`src/rtl/stmm_ram.sv`:
```
`timescale 1ns / 1ps
// triplet store: one write port, one read port with registered read data
// no dependencies
module stmm_ram #(
    parameter int DEPTH = 32,
    parameter int WIDTH = 52,
    localparam int AW = (DEPTH > 1) ? $clog2(DEPTH) : 1
) (
    input  logic             i_clk,
    input  logic             i_we,
    input  logic [AW-1:0]    i_waddr,
    input  logic [WIDTH-1:0] i_wdata,
    input  logic [AW-1:0]    i_raddr,
    output logic [WIDTH-1:0] o_rdata
);

    logic [WIDTH-1:0] r_mem [DEPTH];
    logic [WIDTH-1:0] r_rdata;

    // write port
    always_ff @(posedge i_clk) begin
        if (i_we) begin
            r_mem[i_waddr] <= i_wdata;
        end
    end

    // read port, registered read data
    always_ff @(posedge i_clk) begin
        r_rdata <= r_mem[i_raddr];
    end

    assign o_rdata = r_rdata;

endmodule

```
`config.mk`:
```
export PLATFORM = sky130hd
export DESIGN_NAME = stmm_ram
export DESIGN_NICKNAME = d
export VERILOG_FILES = /design/src/rtl/stmm_ram.sv
export SDC_FILE = /design/constraint.sdc
export NUM_CORES = 1
export LEC_CHECK = 0
export ABC_AREA = 0
export BUFFER_PORTS_ARGS = -buffer_cell sky130_fd_sc_hd__buf_2
export CAP_MARGIN = 30
export CORE_MARGIN = 4
export CORE_UTILIZATION = 53
export CTS_BUF_LIST = sky130_fd_sc_hd__clkbuf_8 sky130_fd_sc_hd__clkbuf_16
export DETAILED_ROUTE_END_ITERATION = 8
export PLACE_DENSITY = 0.69
export SLEW_MARGIN = 10
export SYNTH_ARGS = -nofsm -noshare
export SYNTH_HDL_FRONTEND = slang
export SYNTH_SLANG_ARGS = --single-unit
export TNS_END_PERCENT = 1
```
`constraint.sdc`:
```
create_clock -name i_clk -period 3.3 [get_ports i_clk]
set_clock_uncertainty 0.05 [all_clocks]
set_input_delay 0.165 -clock i_clk [delete_from_list [all_inputs] [get_ports i_clk]]
set_output_delay 0.165 -clock i_clk [all_outputs]
set_load 0.02 [all_outputs]
```
Word-level counts from Yosys, hierarchy flattened
Memory sizes are Yosys's and may differ from the RTL's. A register that Yosys moved wholly into a read port is not among the register bits.
Cells that the tools add are included.
- flip-flop bits (word level): 0
- latch bits: 0
- bits in writable memories: 1664
- bits in read-only memories: 0
- input port bits: 64
- output and inout bits: 52
- logic and storage cells: 3
- memories kept: 1
- $add $sub $neg: 0
- multipliers: 0
- div/mod/pow operators: 0
- magnitude comparators: 0
- equal/unequal tests: 0
- shifts and indexed selects: 0
- mux-type cells: 2
- bitwise logic cells: 0
- reductions and logical operators: 0
- memory list (name ; depth ; bits a word ; read ports ; clocked after memory_dff ; write ports ; RTL line ; text):
    r_mem ; 32 ; 52 ; 1 ; 1 ; 1 ; 17 ; logic [WIDTH-1:0] r_mem [DEPTH];
- operators by type and width (cell ; count):
    1-bit two-way mux ; 2

Longest topological paths before layout
Gate-level depths: netlist of run 1.
- depth in word-level cells: 2
- depth in mapped cells: 8
- gate-level depth less buffers: 5

Least setup slack after synthesis of run 1
OpenSTA, ideal clock, no wires.
- path type: input -> register
- from: input i_waddr[1]
- to: memory r_mem[12][0], enable pin
- setup time: 0.462 ns
- arrival time: 3.005 ns
- required time: 2.788 ns
- slack: -0.217 ns
- stages on the path: 3
- buffers on the path: 1
- cells stage by stage: or3b_2 -> clkbuf_1 -> nor2_1
- RTL lines (what ; RTL line ; text):
    from (decl) ; 11 ; input logic [AW-1:0] i_waddr,
    to (decl) ; 17 ;
Straight into the memory's write port.

Worst setup path in the final report of run 1
- from: register r_rdata[42], in the netlist o_rdata[42] (read register of r_mem)
- to: output o_rdata[42]
- RTL lines (what ; RTL line ; text):
    from (decl) ; 18 ; logic [WIDTH-1:0] r_rdata;
    to (decl) ; 14 ; output logic [WIDTH-1:0] o_rdata
No word-level cell between the ends.

==> results of run 1 <==
## through the flow
step	hold slack (ns)	util, %	setup TNS (ns)	instance area (um^2)
after global routing	0.0720	61.5	0	75300
after detailed placement	0.530	56.4	0	69100
after CTS	0.0349	61.5	0	75300
after global placement	0.521	56.3	0	69000
final	0.0738	61.5	0	75300
after floorplan	0.214	-	-115.04	65700
## final cells by class
cell class | count | area (um^2)
Sequential cell | 1716 | 51000
Fill cell | 8588 | 47200
Multi-Input combinational cell | 1717 | 13700
Clock buffer | 190 | 4590
Timing Repair Buffer | 320 | 2870
Tap cell | 1625 | 2030
Clock inverter | 127 | 1120
Antenna cell | 2 | 5.00
## Yosys cell counts (2+ instances only)
master | count | area (um^2)
a31oi_1 | 52 | 325
nand3b_1 | 5 | 37.5
nand2b_1 | 2 | 12.5
edfxtp_1 | 1664 | 50000
buf_6 | 39 | 439
nor3_1 | 52 | 260
dfxtp_1 | 52 | 1040
a22oi_1 | 156 | 1170
nand3_1 | 158 | 791
mux2i_1 | 832 | 8330
clkbuf_1 | 62 | 233
nor2b_1 | 2 | 12.5
nand2_1 | 158 | 593
nor2_1 | 33 | 124
buf_1 | 21 | 78.8
buf_2 | 32 | 160
a22o_1 | 104 | 911
a21oi_1 | 156 | 781
or3b_2 | 3 | 26.3
buf_4 | 53 | 398
## flip-flops by register name (all words and copies together), names as in the netlist
name,cells
r_mem,1664
o_rdata,52
## layer usage
| layer | global-route usage [%] | vias up | share of wire [%] | wire length (um) |
|---|---|---|---|---|
| li1 | - | 15100 | - | - |
| met1 | 35.1 | 18000 | 42 | 67200 |
| met2 | 38.9 | 1594 | 48 | 76700 |
| met3 | 4.16 | 262 | 8.3 | 13400 |
| met4 | 5.91 | 4 | 2.0 | 3210 |
| met5 | 0 | - | 0.013 | 21 |
## where the power goes
group / total (mW) / switching [mW] / internal (mW)
Combinational: 2.41 / 1.60 / 0.817
Sequential: 24.4 / 0.119 / 24.2
Clock: 19.4 / 8.01 / 11.4
Total: 46.2 / 9.72 / 36.4
## final timing paths
path                                    start           to  cells after the start
worst max register to register   r_mem[4][45]  o_rdata[45]                      5
worst min-delay path               i_raddr[2]  o_rdata[46]                      5
worst max-delay path              o_rdata[42]  o_rdata[42]                      1
worst min register to register  r_mem[16][33]  o_rdata[33]                      4
## cells by family (layout without fill, tap and decap cells)
group	Yosys count	in the layout
AOI/OAI and AO/OA	468	468
buffers and inverters	208	637
DFF	1716	1716
muxes	832	832
other	0	2
and+or+nand+nor	417	417
## timing repair
item                                   4_1_cts  5_1_grt
hold buffers                                52        0
resized for setup                            0        0
endpoints found under the hold margin     1664        0
==> impl_metrics.toml, run 1 <==
[finish]
drive_above_1_share_pct = 13.5
finalNonFillerCells = 5697
nets = 3989
layout_common_cells = "edfxtp_1 (1664), mux2i_1 (832), clkbuf_16 (175), nand3_1 (158), nand2_1 (157)"
areaGrowthSynthToFinish_pct = 14.6
final_common_cell = "edfxtp_1"

[timing]
drv_slew = 0
worst_slew_pin_slew_ns = 0.825
setup_viol = 0
period_minus_slack_ns = 1.65
setup_slack_ns = 1.65
slew-limit-headroom_pct = 45.0
rsz0062_at_grt = "false"
fmax_mhz = 606
hold_viol = 0
finalCritPeriodShare_pct = 50.0

[synth]
ys_seq_area_share_pct = 77.6
yosysWarnings = 0
synthMuxAreaShare_pct = 12.7
avgSynthCellArea_um2 = 18.1
synth_top_family_by_area = "multiplexers"
postSynth.asyncResetShare_pct = 0
synth_xor_area_share_pct = 0
synth_area_mm2 = 0.0657
synth_fp_nets = 3705
ys_ff_latch = 1716
synthCells = 3641
synthAdderAreaFrac_pct = 0
synth-simple-area-share_pct = 2.86
synth_compound_area_share_pct = 4.85
yosysUniqueCellTypes = 25
ys.flop_type = "edfxtp_1"
synth-edff-count = 1664

[job]
drv_cap = 0

[drt]
final_antenna_net_count = 0
drc = 0
drtIter0Drc = 3833
via_per_inst = 6.14
dr.pass1.iters = 5
wirelength_um = 161000
vias = 35000
wl_per_cell_um = 28.2

[critical_path]
path_class = "reg2out"
slowest_stage = "dfxtp_1"
cp.required_ns = 3.08
ff2ff_setup_slack_ns = 1.82
slowest_delay_ns = 0.45
crit_chain = "buf_2"
endpoint_kind = "primary output"
crit_buf_inv = 1
arrival_ns = 1.44
path_max_fanout = 1
cp_top_family = "flip-flops"
start_kind = "flop"

[die]
core_area_mm2 = 0.123
io_pins = 116
die_h_um = 360
rows = 128
die_width_um = 360
start_util_pct = 53.6
die-area_mm2 = 0.130

[power]
ir_drop_mv = 0.575
power_mw = 46.2
power.density_mw_per_mm2 = 613
leakagePower_nw = 26.7

[place]
port_buffers = 115
gp_congestion = 0.771
hpwl_um = 85700
pre_cts_slack_ns = 0.903
place_inst = 5326

[clocking]
cts_inserted_buffers = 170
cts_setup_buffers = 0
clock_latency_ns = 0.76
cts_num_sinks = 1716
cts-root-buf = "clkbuf_16"
cts.path.max_buffers = 3
cts_tree = "yes"
htreeDepth = 4
clk_pin_slew_worst_paths_ns = 0.06

[global_route]
antenna_found_initial = 6
globalRouteTotalUtil_pct = 24.3
first_global_vias = 34500
grt_pass1_wl_um = 234000
grt-ovfl-total = 0
grt_max_degree = 63

[status]
status = "finished clean"

[worst_hold_path]
hp-class = "in2reg"
No activity file was read; power rests on OpenSTA's default activity.
==> run 2, diff against run 1 <==
PLACE_DENSITY = 0.66   (was 0.69)
clock period = 1.75 ns   (was 3.3 ns; I/O delays follow)
==> impl_metrics.toml, run 2 (same netlist as run 1, synthesis figures left out) <==
[status]
status = "finished clean"

[die]
die_width_um = 360
io_pins = 116
die_h_um = 360
core_area_mm2 = 0.123
rows = 128
die-area_mm2 = 0.130
start_util_pct = 53.6

[global_route]
grt_pass1_wl_um = 228000
first_global_vias = 34500
globalRouteTotalUtil_pct = 23.5
grt_max_degree = 43
antenna_found_initial = 1
grt-ovfl-total = 0

[place]
place_inst = 5485
pre_cts_slack_ns = -0.289
port_buffers = 115
hpwl_um = 90000
gp_congestion = 0.773

[critical_path]
reg2reg_depth = 5
startpoint = "i_waddr[2]"
crit_buf_inv = 5
endpoint_kind = "flop"
rr_endpoint = "o_rdata[20]"
cp_top_family = "buffers and inverters"
path_class = "in2reg"
crit_chain = "dlygate4sd3_1 -> buf_2 -> nand2_1 -> dlygate4sd3_1 -> buf_12 -> nor2_4 -> buf_12"
start_kind = "primary input"
cp.required_ns = 2.16
path_max_fanout = 33
arrival_ns = 2.11
slowest_delay_ns = 0.59
r2r-start = "r_mem[25][20]"
ff2ff_setup_slack_ns = 0.22
cp-endpoint = "r_mem[6][12]"
slowest_stage = "dlygate4sd3_1"
worstSetupPathDepth = 7

[finish]
layout_common_cells = "edfxtp_1 (1664), mux2i_1 (832), clkbuf_16 (174), buf_4 (166), nand3_1 (158)"
nets = 4156
largest_reg_flops = 1664
areaGrowthSynthToFinish_pct = 17.8
finalNonFillerCells = 5860
finish.utilization_pct = 63.2
regMostFlops = "r_mem"
drive_above_1_share_pct = 16.5
final_common_cell = "edfxtp_1"

[drt]
via_per_inst = 5.92
drtIter0Drc = 2973
final_antenna_net_count = 0
vias = 34700
wl_per_cell_um = 26.2
dr.pass1.iters = 5
drc = 0
wirelength_um = 154000

[power]
ir_drop_mv = 0.945
power.density_mw_per_mm2 = 1100
power_mw = 85.2
leakagePower_nw = 27.7

[clocking]
clk_pin_slew_worst_paths_ns = 0.06
cts_num_sinks = 1716
cts_inserted_buffers = 170
clock_latency_ns = 0.80
cts-root-buf = "clkbuf_16"
cts.path.max_buffers = 3
htreeDepth = 4
cts_tree = "yes"
cts_setup_buffers = 0

[timing]
setup_viol = 0
rsz0062_at_grt = "false"
drv_slew = 0
hold_slack_ns = 0.0860
period_minus_slack_ns = 1.70
worst_slew_pin_slew_ns = 0.638
slew-limit-headroom_pct = 57.5
fmax_mhz = 587
setup_slack_ns = 0.0470
hold_viol = 0
finalCritPeriodShare_pct = 97.3

[job]
drv_cap = 0

[worst_hold_path]
hp-class = "in2reg"
[run 2: worst min-delay path by stage]
stage                          to  cells after the start        from  slack, ns
finish              r_mem[11][25]                      4  i_waddr[4]       0.09
global route         r_mem[3][34]                      5  i_waddr[4]       0.08
CTS                  r_mem[4][22]                      4  i_waddr[0]       0.04
detailed placement     o_rdata[3]                      1  o_rdata[3]       0.45
global placement       o_rdata[4]                      1  o_rdata[4]       0.45
floorplan             r_mem[0][0]                      0  i_wdata[0]       0.14
[run 2: final cells by class]
class | instances | area, um^2
Sequential cell | 1716 | 51000
Multi-Input combinational cell | 1717 | 13700
Clock inverter | 128 | 803
Timing Repair Buffer | 487 | 5350
Antenna cell | 1 | 2.50
Clock buffer | 186 | 4520
Tap cell | 1625 | 2030
Fill cell | 8505 | 45100
[run 2: power by group]
part	switching (mW)	internal, mW	total, mW
combinational	3.06	1.94	4.99
sequential	0.201	45.7	45.9
clock	15.0	19.3	34.3
total	18.2	66.9	85.2
[run 2: per-stage QoR]
| stage | TNS [ns] | instance area (um^2) |
|---|---|---|
| 4_1_cts | 0 | 77400 |
| 3_3_place_gp | -1.61 | 71500 |
| 3_5_place_dp | -2.88 | 71500 |
| 5_1_grt | 0 | 77400 |
| 6_report | 0 | 77400 |
| 2_1_floorplan | -507.62 | 66000 |
[run 2: worst register-to-register path: stages, from the launching register on]
cell and delay [ns]:
edfxtp_1 0.37, mux2i_1 0.15, a22oi_1 0.11, nand3_1 0.08, dlygate4sd3_1 0.54, nand3_1 0.08
[run 2: per-layer routing]
metal	vias up	GRT usage, %	part of all wire, %
li1	15400	-	-
met1	18000	33.6	44
met2	1102	38.5	49
met3	215	3.46	5.6
met4	0	5.69	1.9
met5	-	0	0
[run 2: repair_timing]
item,4_1_cts,5_1_grt
resized for setup,0,2
hold endpoints to repair,1718,0
hold buffers,60,0
setup endpoints to repair,0,6
